`src/rtl/world_to_screen_projection_defines.svh`:
```
// ----------------------------------------------------------------------------
// World-to-screen projection assertion macros
// Shared concurrent assertion helpers, clocked on clk and disabled in reset.
// ----------------------------------------------------------------------------
`ifndef WORLD_TO_SCREEN_PROJECTION_DEFINES_SVH
`define WORLD_TO_SCREEN_PROJECTION_DEFINES_SVH

// The property must hold at every clock edge out of reset.
`define WSP_ASSERT(name, prop, msg) \
	name: assert property (@(posedge clk) disable iff (!arst_n) (prop)) else $error(msg);

// The expression must never be true out of reset.
`define WSP_NEVER(name, expr, msg) \
	name: assert property (@(posedge clk) disable iff (!arst_n) !(expr)) else $error(msg);

`endif

```
`src/rtl/wsp_pkg.sv`:
```
// ----------------------------------------------------------------------------
// World-to-screen projection package
// Widths, constants and payload types shared by the projection pipeline.
// ----------------------------------------------------------------------------
`default_nettype none

package wsp_pkg;

	localparam int FRAC     = 16;
	localparam int DATA_W   = 32;
	// Sum of three full products, with headroom.
	localparam int SUM_W    = 66;
	// Dot product after flooring and adding the offset.
	localparam int D_W      = SUM_W - FRAC + 1;
	localparam int SIZE_W   = 14;
	// Numerator c * size + d of the pixel offset division.
	localparam int N_W      = D_W + SIZE_W + 2;
	// Pixel offsets are clamped to +-2^PIX_LOG.
	localparam int PIX_LOG  = 40;
	localparam int PM_W     = PIX_LOG + 1;
	localparam int NU_W     = PIX_LOG + 3;
	localparam int SQ_W     = 32;
	localparam int DEN_W    = SIZE_W + 1;
	localparam int SH       = SQ_W - FRAC;
	localparam int TOP_W    = NU_W - SH;
	// Remainder width of the pixel offset division.
	localparam int PR_W     = D_W;
	// Smallest visible depth: 1000 * d >= 2^FRAC.
	localparam int VIS_MIN  = ((1 << FRAC) + 999) / 1000;
	localparam int CH_LAT   = PIX_LOG + SQ_W + 6;

	localparam logic [SQ_W-1:0] SAT_MAX = 32'h7fff_ffff;
	localparam logic [SQ_W-1:0] SAT_MIN = 32'h8000_0000;
	localparam logic [PM_W-1:0] PIX_MAX = PM_W'(1) << PIX_LOG;

	typedef struct packed {
		logic signed [DATA_W-1:0] pos_x;
		logic signed [DATA_W-1:0] pos_y;
		logic signed [DATA_W-1:0] pos_z;
	} point_t;

	typedef struct packed {
		logic                     visible;
		logic signed [DATA_W-1:0] screen_u;
		logic signed [DATA_W-1:0] screen_v;
	} result_t;

	typedef struct packed {
		logic signed [DATA_W-1:0] coef_x;
		logic signed [DATA_W-1:0] coef_y;
		logic signed [DATA_W-1:0] coef_z;
		logic signed [DATA_W-1:0] offset;
	} row_t;

	typedef struct packed {
		logic                  visible;
		logic signed [D_W-1:0] depth;
		logic signed [D_W-1:0] clip_x;
		logic signed [D_W-1:0] clip_y;
	} mid_t;

endpackage

`default_nettype wire

```
`src/rtl/wsp_queue.sv`:
```
// ----------------------------------------------------------------------------
// Projection decoupling queue
// Two-entry show-ahead queue between the front end and the back end.
// ----------------------------------------------------------------------------
`default_nettype none
`include "world_to_screen_projection_defines.svh"

module wsp_queue (
	input  wire           logic clk,
	input  wire           logic arst_n,
	input  wire           logic push,
	output logic          full,
	input  wire           wsp_pkg::mid_t wr_item,
	input  wire           logic pop,
	output logic          empty,
	output wsp_pkg::mid_t rd_item
);
	import wsp_pkg::*;

	mid_t       mem_q [2];
	logic       wp_q, rp_q;
	logic [1:0] count_q;
	logic       do_push, do_pop;

	assign full    = count_q == 2'd2;
	assign empty   = count_q == 2'd0;
	assign do_push = push && !full;
	assign do_pop  = pop && !empty;
	assign rd_item = mem_q[rp_q];

	always_ff @(posedge clk or negedge arst_n) begin
		if (!arst_n) begin
			wp_q    <= 1'b0;
			rp_q    <= 1'b0;
			count_q <= 2'd0;
		end else begin
			if (do_push) wp_q <= ~wp_q;
			if (do_pop) rp_q <= ~rp_q;
			count_q <= count_q + {1'b0, do_push} - {1'b0, do_pop};
		end
	end

	always_ff @(posedge clk) begin
		if (do_push) mem_q[wp_q] <= wr_item;
	end

	`WSP_NEVER(a_no_overflow, count_q == 2'd3, "queue count exceeded its depth")
	`WSP_NEVER(a_no_underflow, pop && empty, "back end read from an empty queue")
	`WSP_ASSERT(a_count_up, (do_push && !do_pop) |=> count_q == $past(count_q) + 2'd1, "count stuck")

endmodule

`default_nettype wire

```
`config.mk`:
```
export PLATFORM = sky130hd
export DESIGN_NAME = wsp_queue
export DESIGN_NICKNAME = d
export VERILOG_FILES = /design/src/rtl/wsp_pkg.sv /design/src/rtl/wsp_queue.sv
export VERILOG_INCLUDE_DIRS = /design/src /design/src/rtl
export SDC_FILE = /design/constraint.sdc
export NUM_CORES = 1
export LEC_CHECK = 0
export BUFFER_PORTS_ARGS = -buffer_cell sky130_fd_sc_hd__buf_2
export CORE_ASPECT_RATIO = 1.75
export CORE_MARGIN = 3
export CORE_UTILIZATION = 47
export DETAILED_ROUTE_END_ITERATION = 8
export GPL_ROUTABILITY_DRIVEN = 0
export PLACE_DENSITY = 0.83
export SETUP_SLACK_MARGIN = 0.15
export SLEW_MARGIN = 40
export SYNTH_ARGS = -nofsm -noshare
export SYNTH_HDL_FRONTEND = slang
export SYNTH_SLANG_ARGS = --single-unit
```
`constraint.sdc`:
```
create_clock -name clk -period 7.9 [get_ports clk]
set_input_delay 1.185 -clock clk [delete_from_list [all_inputs] [get_ports clk]]
set_output_delay 1.185 -clock clk [all_outputs]
set_load 0.005 [all_outputs]
```
==> reports/metrics.yaml <==
outcome: "complete, no violations"
fin_crit_ps: 3660
synth_compound_area_share_pct: 0
synth_edf_count: 308
cp.required_ps: 6710
setup_viol: 0
final_max_slew_viol_count: 0
register_area_um2: 9350
grt_start_max_net_pins: 79
cts_resized: 0
gr-total-overflow: 0
dpl.hpwl_um: 15200
yosysSeqAreaShare_pct: 82.0
fin_skew_ps: 6.30
yosysTopAreaCellShare_pct: 81.2
vias: 5687
power_density_nw_per_um2: 352
synth_xor_area_share_pct: 0.307
slew-limit-headroom_pct: 46.5
cts_htree_levels: 1
multiInputGateArea_um2: 1840
fp.dieH_um: 212
drt_iter0_markers: 266
syn_area_um2: 11400
r2r_cells: 3
nFillCells: 1751
viasPerCell: 4.93
grt_pass1_wl_um: 31800
layout-drive-gt1-share_pct: 61.3
setup_tns_ps: 0
initial_core_util_pct: 48.3
worstPathCellList: "buf_4, mux2_2, buf_2"
crit_buf_inv: 2
synth_cells: 497
endpoint_kind: "output port"
portBuffers: 313
reg2reg_to: "mem_q[1][143]$_DFFE_PP_"
r2r_setup_slack_ps: 5900
coreArea_um2: 23600
firstDrtPassIters: 6
max_stage_delay_ps: 680
syn_to_final_growth_pct: 23.4
worstSkewPairLatency_ps: 520
ys.flop_type: "edfxtp_1"
yosysMostFrequentCell: "edfxtp_1"
maxCapViolCount: 0
die_x_um: 124
yosys-top-cells-count: "edfxtp_1 (308), mux2_2 (154), clkbuf_8 (10), buf_6 (7), dfrtp_1 (4)"
critPathMaxFanout: 60
criticalPathCategory: "reg2out"
hold_ws_ps: 460
yosysWarnings: 0
grt_pass1_vias: 6128
hold_class: "in2async"
finalHoldViolCount: 0
clk_pin_slew_ps: 70
cts_tree: "yes"
synth.avg_cell_area_um2: 22.9
cts_hold_buffers: 0
synthSimpleGateAreaFrac_pct: 0.263
yosys_register_bits: 312
rsz0062_at_grt: "false"
cts_made_buffers: 26
r2r-start: "count_q[1]$_DFF_PN0_"
worstPathArrival_ps: 2480
cp_slowest_cell: "buf_4"
synth_async_sr_flop_share_pct: 1.28
cts-root-buf: "clkbuf_16"
final_net_count: 988
post_cts_buffers: 0
max_freq_mhz: 273
netlist_top_cells_area: "edfxtp_1 (81%), mux2_2 (15%), clkbuf_8 (1.2%)"
dieArea_um2: 26200
synth_fa_ha_area_share_pct: 0.220
cp-start-kind: "flop"
power_leakage_nw: 5.26
path_delay_family: "buffers and inverters"
vdd_drop_max_v: 0.000303
wl_per_cell_um: 19.0
synthMuxAreaShare_pct: 15.2
ant_nets: 0
antenna_found_initial: 1
synth_top_family_by_area: "multiplexers"
synth_top_area_cell: "edfxtp_1"
period_share_pct: 46.4
synth.distinct_cells: 14
grt.total_usage_pct: 15.9
syn_nets: 657
rows: 74
worst_pin_slew_ps: 803
wirelength_um: 21900
clock_path_buffers: 3
ioPinCount: 314
drc: 0
clock-sinks: 312
post-route-util_pct: 59.6
-- power by group --
group	leakage, nW	internal [mW]	switching, mW	total (mW)
sequential	2.91	2.26	0.104	2.37
combinational	1.94	0.673	0.688	1.36
clock	0.418	0.690	0.537	1.23
-- worst reg2reg max path: stages, from the launching register on --
cell      delay (ps)
dfrtp_1          410
nand2b_1         150
and3_4           360
buf_6            570
-- state kept, by name, indices dropped and copies added, names as in the netlist --
name	count
rp_q	1
count_q	2
mem_q	308
wp_q	1
-- routing by layer --
metal,up-vias,GRT usage [%],part of all wire [%]
met5,-,0,0
met4,0,6.96,3.4
met3,51,4.50,8.2
met2,221,30.1,57
met1,2769,15.5,32
li1,2646,-,-
-- cell usage in the layout (no fill, tap or decap), drive strengths merged --
| cell | Yosys | layout |
|---|---|---|
| nor2 | 2 | 2 |
| mux2 | 154 | 154 |
| nand2b | 1 | 1 |
| dfrtp | 4 | 4 |
| nand2 | 1 | 1 |
| bufinv | 0 | 2 |
| buf | 7 | 320 |
| clkinv | 0 | 14 |
| clkbuf | 10 | 31 |
| xnor2 | 3 | 3 |
| and3 | 1 | 1 |
| ha | 2 | 2 |
| nor2b | 1 | 1 |
| edfxtp | 308 | 308 |
| inv | 2 | 2 |
| diode | 0 | 2 |
| xor2 | 1 | 1 |
-- per-stage QoR --
| step | cell area (um^2) | power (mW) | worst slack, ps | cells |
|---|---|---|---|---|
| 4_1_cts | 14100 | 5.04 | 4190 | 1151 |
| 3_5_place_dp | 13200 | 3.80 | 4760 | 1104 |
| 3_3_place_gp | 13200 | 3.74 | 4270 | 1102 |
| 5_1_grt | 14100 | 5.22 | 4100 | 1152 |
| 6_report | 14100 | 4.96 | 4240 | 1153 |
| 2_1_floorplan | 11400 | 3.30 | 2160 | 497 |
-- worst max-delay path by stage --
stage,endpoint,start,slack (ps),depth (start not counted)
3_3_place_gp,mem_q[1][112]$_DFFE_PP_,push,4270,3
5_1_grt,rd_item[107],rp_q$_DFFE_PN0P_,4100,3
4_1_cts,rd_item[143],rp_q$_DFFE_PN0P_,4190,3
6_report,rd_item[143],rp_q$_DFFE_PN0P_,4240,3
3_5_place_dp,rd_item[143],rp_q$_DFFE_PN0P_,4760,3
2_1_floorplan,mem_q[0][0]$_DFFE_PP_,push,2160,2
-- cell families after synthesis --
group / Yosys count
flip-flops: 312
multiplexers: 154
buffers and inverters: 19
AND/OR/NAND/NOR: 6
XOR/XNOR: 4
adder cells (fa/ha/maj): 2
-- final cells by class --
class	instances	area share, %
antenna	2	0.0356
clock buffer	31	4.91
clock inverter	16	0.943
inverter	2	0.0534
multi-input combinational	166	13.1
sequential	312	66.5
tap	304	2.70
timing repair buffer	320	11.8
Note: power is estimated with default switching activity, not from simulation.
